<file path="src/rtl/core/olad_pkg.sv">
// olad_pkg: shared types and codes for the ordered list block
// holds operation and status codes, controller states and the cell control struct
// no dependencies
package olad_pkg;

	localparam int unsigned DATA_W = 32;

	typedef enum logic [1:0] {
		OP_APPEND = 2'd0,
		OP_DELETE = 2'd1,
		OP_DUMP   = 2'd2
	} op_t;

	typedef enum logic [2:0] {
		ST_APPENDED  = 3'd0,
		ST_DELETED   = 3'd1,
		ST_NOT_FOUND = 3'd2,
		ST_ELEMENT   = 3'd3,
		ST_EMPTY     = 3'd4,
		ST_FULL      = 3'd5
	} status_t;

	typedef enum logic [1:0] {
		S_IDLE = 2'd0,
		S_DEL  = 2'd1,
		S_DUMP = 2'd2
	} state_t;

	// controls broadcast to every cell of the chain
	typedef struct packed {
		logic app;  // write value into the tail slot
		logic cap;  // register per-cell compare result
		logic del;  // close the gap behind the first match
		logic rot;  // rotate list one place toward the head
	} cell_ctl_t;

endpackage

</file>
<file path="src/rtl/core/olad_cell.sv">
// olad_cell: one slot of the list chain
// holds one entry and its registered match flag, hands data to the neighbor toward the head
// depends on olad_pkg
module olad_cell
	import olad_pkg::*;
(
	input  logic                     clk,
	input  cell_ctl_t                ctl,
	input  logic                     live,
	input  logic                     is_tail,
	input  logic                     is_last,
	input  logic signed [DATA_W-1:0] value,
	input  logic signed [DATA_W-1:0] next_data,
	input  logic signed [DATA_W-1:0] head_data,
	input  logic                     hit_in,
	output logic signed [DATA_W-1:0] data,
	output logic                     hit_out
);

	logic signed [DATA_W-1:0] data_q;
	logic                     match_q;

	// first match at or before this slot means this slot takes its neighbor
	assign hit_out = hit_in | match_q;
	assign data    = data_q;

	always_ff @(posedge clk) begin
		if (ctl.cap) begin
			match_q <= live && (data_q == value);
		end
	end

	always_ff @(posedge clk) begin
		if (ctl.app && is_tail) begin
			data_q <= value;
		end else if (ctl.del && hit_out) begin
			data_q <= next_data;
		end else if (ctl.rot) begin
			data_q <= is_last ? head_data : next_data;
		end
	end

endmodule

</file>
<file path="src/rtl/core/ordered_list_append_delete_dump.sv">
// Ordered list of up to DEPTH signed 32-bit values kept as a chain of cells, head in cell 0.
// Append answers appended, or full when DEPTH entries are held. On a delete every cell first
// registers the compare of its entry with the value, then the first match from the head is
// closed up by the matching cell and each later cell taking its neighbor's entry; answer
// deleted or not found. Dump rotates the held entries one place per cycle and emits the head
// each cycle, last set on the final beat; an empty list answers list empty. A stalled dump
// beat pauses the rotation. One item is worked on at a time; a waiting result stalls the input
// unless that result is taken in the same cycle. Operation code 3 is taken and gives no result.
module ordered_list_append_delete_dump
	import olad_pkg::*;
#(
	parameter int unsigned DEPTH = 16
) (
	input  logic                     clk,
	input  logic                     arst_n,
	input  logic                     in_valid,
	output logic                     in_stall,
	input  logic [1:0]               operation,
	input  logic signed [DATA_W-1:0] value,
	output logic                     out_valid,
	input  logic                     out_stall,
	output logic [2:0]               status,
	output logic signed [DATA_W-1:0] element,
	output logic                     last
);

	localparam int unsigned CW = $clog2(DEPTH + 1);

	state_t                   state_q, state_d;
	logic [CW-1:0]            count_q;
	logic [CW-1:0]            dcnt_q;
	logic                     out_valid_q;
	status_t                  status_q;
	logic signed [DATA_W-1:0] element_q;
	logic                     last_q;

	cell_ctl_t                ctl;
	logic                     out_free;
	logic                     ld_out;
	status_t                  st_d;
	logic signed [DATA_W-1:0] elem_d;
	logic                     last_d;
	logic                     cnt_inc, cnt_dec, dcnt_clr, dcnt_inc;
	logic                     full, found, dump_end;

	logic signed [DATA_W-1:0] cell_data [DEPTH];
	logic                     hit [DEPTH+1];

	assign hit[0] = 1'b0;
	assign found  = hit[DEPTH];

	for (genvar i = 0; i < DEPTH; i++) begin : g_cell
		logic signed [DATA_W-1:0] nxt;
		if (i == DEPTH - 1) begin : g_end
			assign nxt = '0;
		end else begin : g_mid
			assign nxt = cell_data[i+1];
		end

		olad_cell u_cell (
			.clk       (clk),
			.ctl       (ctl),
			.live      (CW'(i) < count_q),
			.is_tail   (CW'(i) == count_q),
			.is_last   (CW'(i + 1) == count_q),
			.value     (value),
			.next_data (nxt),
			.head_data (cell_data[0]),
			.hit_in    (hit[i]),
			.data      (cell_data[i]),
			.hit_out   (hit[i+1])
		);
	end

	assign out_free = !out_valid_q || !out_stall;
	assign full     = (count_q == CW'(DEPTH));
	assign dump_end = ((dcnt_q + CW'(1)) == count_q);

	always_ff @(posedge clk or negedge arst_n) begin
		if (!arst_n) begin
			state_q <= S_IDLE;
		end else begin
			state_q <= state_d;
		end
	end

	always_comb begin
		state_d  = state_q;
		in_stall = 1'b1;
		ctl      = '0;
		ld_out   = 1'b0;
		st_d     = ST_APPENDED;
		elem_d   = '0;
		last_d   = 1'b1;
		cnt_inc  = 1'b0;
		cnt_dec  = 1'b0;
		dcnt_clr = 1'b0;
		dcnt_inc = 1'b0;
		case (state_q)
			S_IDLE: begin
				in_stall = !out_free;
				if (in_valid && out_free) begin
					case (operation)
						OP_APPEND: begin
							ld_out = 1'b1;
							if (full) begin
								st_d = ST_FULL;
							end else begin
								ctl.app = 1'b1;
								cnt_inc = 1'b1;
								st_d    = ST_APPENDED;
							end
						end
						OP_DELETE: begin
							ctl.cap = 1'b1;
							state_d = S_DEL;
						end
						OP_DUMP: begin
							if (count_q == '0) begin
								ld_out = 1'b1;
								st_d   = ST_EMPTY;
							end else begin
								dcnt_clr = 1'b1;
								state_d  = S_DUMP;
							end
						end
						default: begin
						end
					endcase
				end
			end
			S_DEL: begin
				// result slot was freed when the delete beat was taken
				ld_out  = 1'b1;
				ctl.del = 1'b1;
				cnt_dec = found;
				st_d    = found ? ST_DELETED : ST_NOT_FOUND;
				state_d = S_IDLE;
			end
			S_DUMP: begin
				if (out_free) begin
					ld_out   = 1'b1;
					st_d     = ST_ELEMENT;
					elem_d   = cell_data[0];
					last_d   = dump_end;
					ctl.rot  = 1'b1;
					dcnt_inc = 1'b1;
					if (dump_end) begin
						state_d = S_IDLE;
					end
				end
			end
			default: begin
				state_d = S_IDLE;
			end
		endcase
	end

	always_ff @(posedge clk or negedge arst_n) begin
		if (!arst_n) begin
			count_q <= '0;
			dcnt_q  <= '0;
		end else begin
			if (cnt_inc) begin
				count_q <= count_q + CW'(1);
			end else if (cnt_dec) begin
				count_q <= count_q - CW'(1);
			end
			if (dcnt_clr) begin
				dcnt_q <= '0;
			end else if (dcnt_inc) begin
				dcnt_q <= dcnt_q + CW'(1);
			end
		end
	end

	always_ff @(posedge clk or negedge arst_n) begin
		if (!arst_n) begin
			out_valid_q <= 1'b0;
		end else if (ld_out) begin
			out_valid_q <= 1'b1;
		end else if (!out_stall) begin
			out_valid_q <= 1'b0;
		end
	end

	always_ff @(posedge clk) begin
		if (ld_out) begin
			status_q  <= st_d;
			element_q <= elem_d;
			last_q    <= last_d;
		end
	end

	assign out_valid = out_valid_q;
	assign status    = status_q;
	assign element   = element_q;
	assign last      = last_q;

endmodule

</file>
<file path="config.mk">
export PLATFORM = sky130hd
export DESIGN_NAME = ordered_list_append_delete_dump
export DESIGN_NICKNAME = d
export VERILOG_FILES = /design/src/rtl/core/olad_pkg.sv /design/src/rtl/core/olad_cell.sv /design/src/rtl/core/ordered_list_append_delete_dump.sv
export SDC_FILE = /design/constraint.sdc
export NUM_CORES = 2
export LEC_CHECK = 0
export BUFFER_PORTS_ARGS = -buffer_cell sky130_fd_sc_hd__clkbuf_2
export CORE_MARGIN = 3
export CORE_UTILIZATION = 40
export DETAILED_ROUTE_END_ITERATION = 8
export PLACE_DENSITY = 0.53
export SYNTH_ARGS = -nofsm -noshare
export SYNTH_HDL_FRONTEND = slang
export SYNTH_SLANG_ARGS = --single-unit
</file>
<file path="constraint.sdc">
create_clock -name clk -period 6.4 [get_ports clk]
set_input_delay 0.64 -clock clk [delete_from_list [all_inputs] [get_ports clk]]
set_output_delay 0.64 -clock clk [all_outputs]
set_load 0.1 [all_outputs]
</file>
After elaboration in Yosys (flattened, before gate mapping)
Index checks and enable logic that the tools add are counted.
Word-level totals
  bits in registers: 577
  output and inout port bits: 38
  word-level logic and storage cells: 298
Operators by class
  add/subtract/negate cells: 3
  order comparisons: 16
  eq/ne operators: 45
  muxes and demuxes: 103
  bitwise gates (word level): 15
  reduce and logical (&&, ||, !) cells: 77
Operator list (count)
  2-to-1 mux 32 bit: 64
  == test 32 bit: 16
  logical AND 1 bit: 49
  nonzero test 3 bit: 16
  == test 4 x 5 -> 1 bit (first input constant): 8
  < comparator 4 x 5 -> 1 bit (first input constant): 8
  == test 3 x 5 -> 1 bit (first input constant): 4
  < comparator 3 x 5 -> 1 bit (first input constant): 4
  2-to-1 mux 5 bit: 4
  2-to-1 mux 1 bit: 18
  2-to-1 mux 2 bit: 8
  OR 1 bit: 15
  adder 5 x 1 -> 5 bit (second input constant): 2
  == test 2 x 5 -> 1 bit (first input constant): 2
  < comparator 1 x 5 -> 1 bit (first input constant): 2
  < comparator 2 x 5 -> 1 bit (first input constant): 2
  2-to-1 mux 3 bit: 3
  case mux 3 bit (3 select lines): 1
  case mux 2 bit (2 select lines): 2
  inequality test 2 bit (second input constant): 3
  inequality test 3 bit (second input constant): 2
  case mux 3 bit (2 select lines): 1
  == test 1 x 5 -> 1 bit (first input constant): 1
  == test 5 bit: 1
  other kinds (16): 23

Logic depth before layout (Yosys ltp)
  depth after elaboration: 18
  depth in mapped cells: 10

Hierarchy
Synthesis repeated with hierarchy kept, for this count alone.
Second synthesis, totals
  cells, all modules: 3262
  area total of the unflattened synthesis: 35337.6 um^2
By module, submodules not included
  olad_cell: instances 16, cells each 190, area each 2053.2 um^2, seq. area each 991.0 um^2
  ordered_list_append_delete_dump: instances 1, cells each 222, area each 2486.1 um^2, seq. area each 1406.3 um^2

Least setup slack after synthesis
Ideal clock, no wire load.
  kind: reg-to-reg
  start: register count_q[1]
  end: register element_q[0] (netlist: element[0]), enable pin
  arrival: 4.573 ns
  required time: 5.915 ns
  setup slack: 1.342 ns
  cell stages (with the launch flop): 8
  cell sequence: dfrtp_1 clkbuf_1 inv_1 ha_1 or3b_2 o21ai_0 a21oi_1 o31ai_1
Between the ends
  word-level cells in the longest chain between the ends: 5
Ends and longest elaborated chain
  from (decl): RTL line ordered_list_append_delete_dump.sv:30  | logic [CW-1:0] count_q;
  from (signal assigned): RTL line ordered_list_append_delete_dump.sv:165  | count_q <= count_q + CW'(1);
  from (signal assigned): RTL line ordered_list_append_delete_dump.sv:167  | count_q <= count_q - CW'(1);
  zero test 5 bit: RTL line ordered_list_append_delete_dump.sv:119  | if (count_q == '0) begin
  2-to-1 mux 1 bit: RTL line ordered_list_append_delete_dump.sv:119
  case mux 1 bit (2 select lines): RTL line ordered_list_append_delete_dump.sv:103  | case (operation)
  2-to-1 mux 1 bit: RTL line ordered_list_append_delete_dump.sv:102  | if (in_valid && out_free) begin
  case mux 1 bit (3 select lines): RTL line ordered_list_append_delete_dump.sv:99  | case (state_q)
  via ld_out: RTL line ordered_list_append_delete_dump.sv:39  | logic ld_out;
  to (signal assigned): RTL line ordered_list_append_delete_dump.sv:190  | element_q <= elem_d;
  to (decl): RTL line ordered_list_append_delete_dump.sv:34  | logic signed [DATA_W-1:0] element_q;
The timed path passes the listed nets, and every way through them passes these cells.
A chain may end at the register's enable or synchronous reset.

Worst setup path in the final report
  start: register count_q[1]
  end: register g_cell[8].u_cell.data_q[3], enable pin
Between the ends
  word-level cells in the longest chain between the ends: 7
  elaborated cells between the ends (all ways): 8
  those cells by class: 2 x eq/ne; 4 x mux; 2 x reduce/logical
Ends and longest elaborated chain
  == test 5 bit: RTL line ordered_list_append_delete_dump.sv:76  | assign full = (count_q == CW'(DEPTH));
  2-to-1 mux 1 bit: RTL line ordered_list_append_delete_dump.sv:106  | if (full) begin
  2-to-1 mux 1 bit: RTL line ordered_list_append_delete_dump.sv:103
  2-to-1 mux 2 bit: RTL line ordered_list_append_delete_dump.sv:102
  2-to-1 mux 2 bit: RTL line ordered_list_append_delete_dump.sv:99
  logical AND 1 bit *: RTL line olad_cell.sv:34  | if (ctl.app && is_tail) begin
  nonzero test 3 bit (no line) *
  to (signal assigned): RTL line olad_cell.sv:35  | data_q <= value;
  to (signal assigned): RTL line olad_cell.sv:37  | data_q <= next_data;
  to (signal assigned): RTL line olad_cell.sv:39  | data_q <= is_last ? head_data : next_data;
  to (decl): RTL line olad_cell.sv:20  | logic signed [DATA_W-1:0] data_q;
Every way passes the cells marked *; elsewhere a longest branch is shown, timed or not.

==> results.py <==
metrics = {
    "grt": {
        "grtUsageTotal": 0.296,
        "grt.busiest_layer": "met1",
        "use_met1": 0.436,
        "antenna_found_initial": 2,
        "grt_max_degree": 66,
        "grt_pass1_wl_um": 192000,
        "met3_usage": 0.0697,
        "use_met2": 0.407,
        "gr-total-overflow": 0,
        "grt_pass1_vias": 25400,
    },
    "logic_synthesis": {
        "synth_top_area_share": 0.484,
        "yosys_warnings": 0,
        "synth.area.top_cells": "edfxtp_1 48%, mux2i_1 8.2%, xor2_1 7.3%, xnor2_1 6.0%, nor2_1 4.0%",
        "yosys.area_share.simple": 0.133,
        "synth_edf_count": 564,
        "synth_compound_area_frac": 0.101,
        "synth_top_family_by_area": "simple AND/OR/NAND/NOR gates",
        "synth_cell_types": 57,
        "syn_area_mm2": 0.0350,
        "netlist_instances": 3454,
        "syn_avg_cell_area_um2": 10.1,
        "ys_async_sr_fraction": 0.0225,
        "synth-xor-area-share": 0.132,
        "yosysSeqAreaShare": 0.494,
        "synth.ff_latch_count": 577,
        "synth_nets": 3498,
        "synth_most_common_cell": "edfxtp_1",
        "synth_mux_area_frac": 0.0927,
        "synthAdderAreaFrac": 0.00215,
        "yosysTopAreaCell": "edfxtp_1",
        "ys_top_cells_by_count": "564 x edfxtp_1, 374 x nor2_1, 311 x nand2_1",
        "ys.flop_type": "edfxtp_1",
    },
    "sta": {
        "finalClockSkew_ns": 0.0182,
        "setup_viol": 0,
        "slew_violations": 0,
        "finalCritPeriodShare": 0.692,
        "worst_slew_pin_slew_ns": 1.35,
        "fin_setup_tns_ns": 0,
        "setup_ws_ns": 1.97,
        "whs_ns": 0.327,
        "rsz0062_at_grt": "no",
        "hold_viol": 0,
        "fin_crit_ns": 4.43,
        "slew_headroom": 0.102,
        "timing.fmax_mhz": 226,
    },
    "clocking": {
        "cts_sinks": 577,
        "cts_buffer_depth": 3,
        "htree_levels": 3,
        "cts_buffers": 69,
        "post_cts_buffers": 0,
        "cts-root-buf": "clkbuf_16",
        "cts_tree": "done",
        "insertion_delay_ns": 0.62,
        "clk_pin_slew_worst_paths_ns": 0.06,
    },
    "drt": {
        "dr_total_vias": 27600,
        "routedWlPerCell_um": 30.4,
        "ant_nets": 0,
        "finalWirelength_um": 138000,
        "drt-vias-per-instance": 6.08,
        "drt_iter0_markers": 3739,
        "firstDrtPassIters": 6,
        "drc": 0,
    },
    "pwr": {
        "p_comb_frac": 0.396,
        "pwr-share-seq": 0.411,
        "cellLeakagePower_nw": 14.6,
        "power_frac_clock": 0.193,
        "irDropWorstVdd_mv": 0.398,
        "internal_power_mw": 11.7,
        "swShare": 0.431,
        "power.net_switching_mw": 8.82,
        "p_per_area_mw_per_mm2": 530,
    },
    "final_layout": {
        "nets": 3384,
        "multi_input_area_mm2": 0.0163,
        "drive_above_1_share": 0.115,
        "final_cells": 4538,
        "antenna_cells": 0,
        "n_fill_cell": 8077,
        "finish.utilization": 0.449,
        "register_area_mm2": 0.0173,
        "area_delta_synth_final_pct": 10.4,
    },
    "die": {
        "coreArea_mm2": 0.0859,
        "row_count": 107,
        "ioPinCount": 76,
        "dieArea_mm2": 0.0910,
        "die_x_um": 302,
        "initial_core_util": 0.407,
        "die_h_um": 302,
    },
    "placed_design": {
        "portBuffers": 75,
        "dp_slack_ns": 2.19,
        "dp.cells": 4412,
        "routabilityCongestion": 0.989,
        "dp_hpwl_um": 89400,
    },
    "setup_path": {
        "crit_required_ns": 6.67,
        "crit_type": "flop to flop",
        "critPathMaxFanout": 65,
        "startpoint_type": "flop",
        "critPathArrivalTime_ns": 4.70,
        "crit_path_end_kind": "flop",
    },
    "status": {
        "status": "completed",
    },
    "flow_run": {
        "maxCapViolations": 0,
    },
    "min_path": {
        "hold_path_class": "input pin to flop",
    },
}
flip-flops by register name, summed over array words and instances, names as in the netlist:
register	count
g_cell.u_cell.data	512
element	32
g_cell.u_cell.match_q	16
count_q	5
dcnt_q	5
status	3
state_q	2
last	1
out_valid	1
layout make-up:
| type | count | share of cell area |
|---|---|---|
| Clock buffer | 87 | 0.0491 |
| Tap cell | 1144 | 0.0371 |
| Clock inverter | 38 | 0.00849 |
| Inverter | 6 | 0.000583 |
| Sequential cell | 577 | 0.447 |
| Timing Repair Buffer | 203 | 0.0360 |
| Multi-Input combinational cell | 2483 | 0.422 |
power groups by stage:
| stage | Combinational, mW | Clock [mW] | Sequential [mW] |
|---|---|---|---|
| 2_1_floorplan | 4.63 | 0 | 8.51 |
| 3_5_place_dp | 7.92 | 0 | 8.39 |
| 3_3_place_gp | 7.83 | 0 | 8.39 |
| 4_1_cts | 7.97 | 4.00 | 8.34 |
| 6_report | 8.12 | 3.95 | 8.41 |
| 5_1_grt | 8.56 | 4.15 | 8.52 |
cells by family (layout without fill, tap and decap cells):
logic type	Yosys count	count (layout)
AOI/OAI and AO/OA	598	598
xor gates and xnor gates	529	529
adders and majority gates	6	6
buffers and inverters	394	334
DFF	577	577
muxes	320	320
and+or+nand+nor	1030	1030
cells in the final DEF (no fill, tap or decap), types with 86 or more instances in the layout:
| master | synthesis | routed |
|---|---|---|
| a21oi_1 | 229 | 227 |
| a31oi_1 | 133 | 132 |
| buf_4 | 6 | 123 |
| edfxtp_1 | 564 | 564 |
| mux2i_1 | 288 | 288 |
| nand2_1 | 311 | 306 |
| nor2_1 | 374 | 370 |
| nor4_1 | 86 | 86 |
| o21ai_0 | 136 | 135 |
| xnor2_1 | 238 | 238 |
| xor2_1 | 291 | 291 |
path summary, 6_finish.rpt:
check | from | end | slack [ns] | cells past startpoint
setup / recovery | count_q[1]$_DFFE_PN0P_ | g_cell[8].u_cell.data[3]$_DFFE_PP_ | 1.97 | 7
hold / removal | operation[0] | state_q[0]$_DFFE_PN0P_ | 0.33 | 2
setup reg to reg | count_q[1]$_DFFE_PN0P_ | g_cell[8].u_cell.data[3]$_DFFE_PP_ | 1.97 | 7
hold reg to reg | dcnt_q[4]$_DFFE_PN0P_ | dcnt_q[4]$_DFFE_PN0P_ | 0.57 | 2
max in group asynchronous | arst_n | count_q[0]$_DFFE_PN0P_ | 5.59 | 2
min in group asynchronous | arst_n | state_q[0]$_DFFE_PN0P_ | 0.50 | 2
worst max-delay path, stage by stage (launching register included):
cell,delay (ns)
dfrtp_1,0.70
inv_1,0.24
ha_1,0.40
nand4bb_1,0.26
nor4b_2,0.86
nand2_2,0.92
nand2_1,0.23
buf_4,0.42
per-stage QoR:
| stage | instance area (µm²) | power (mW) |
|---|---|---|
| 2_1_floorplan | 35000 | 13.1 |
| 3_3_place_gp | 36400 | 16.2 |
| 3_5_place_dp | 36400 | 16.3 |
| 4_1_cts | 38600 | 20.3 |
| 5_1_grt | 38600 | 21.2 |
| 6_report | 38600 | 20.5 |
layer usage:
layer,up-vias,part of all wire
li1,12100,-
met1,13400,0.43
met2,1802,0.40
met3,319,0.12
met4,0,0.052
met5,-,0
timing repair:
item                      CTS  global route
hold endpoints to repair   13             0
hold buffers                1             0
resized for setup           0             0
Power figures use the tool's default switching activity.
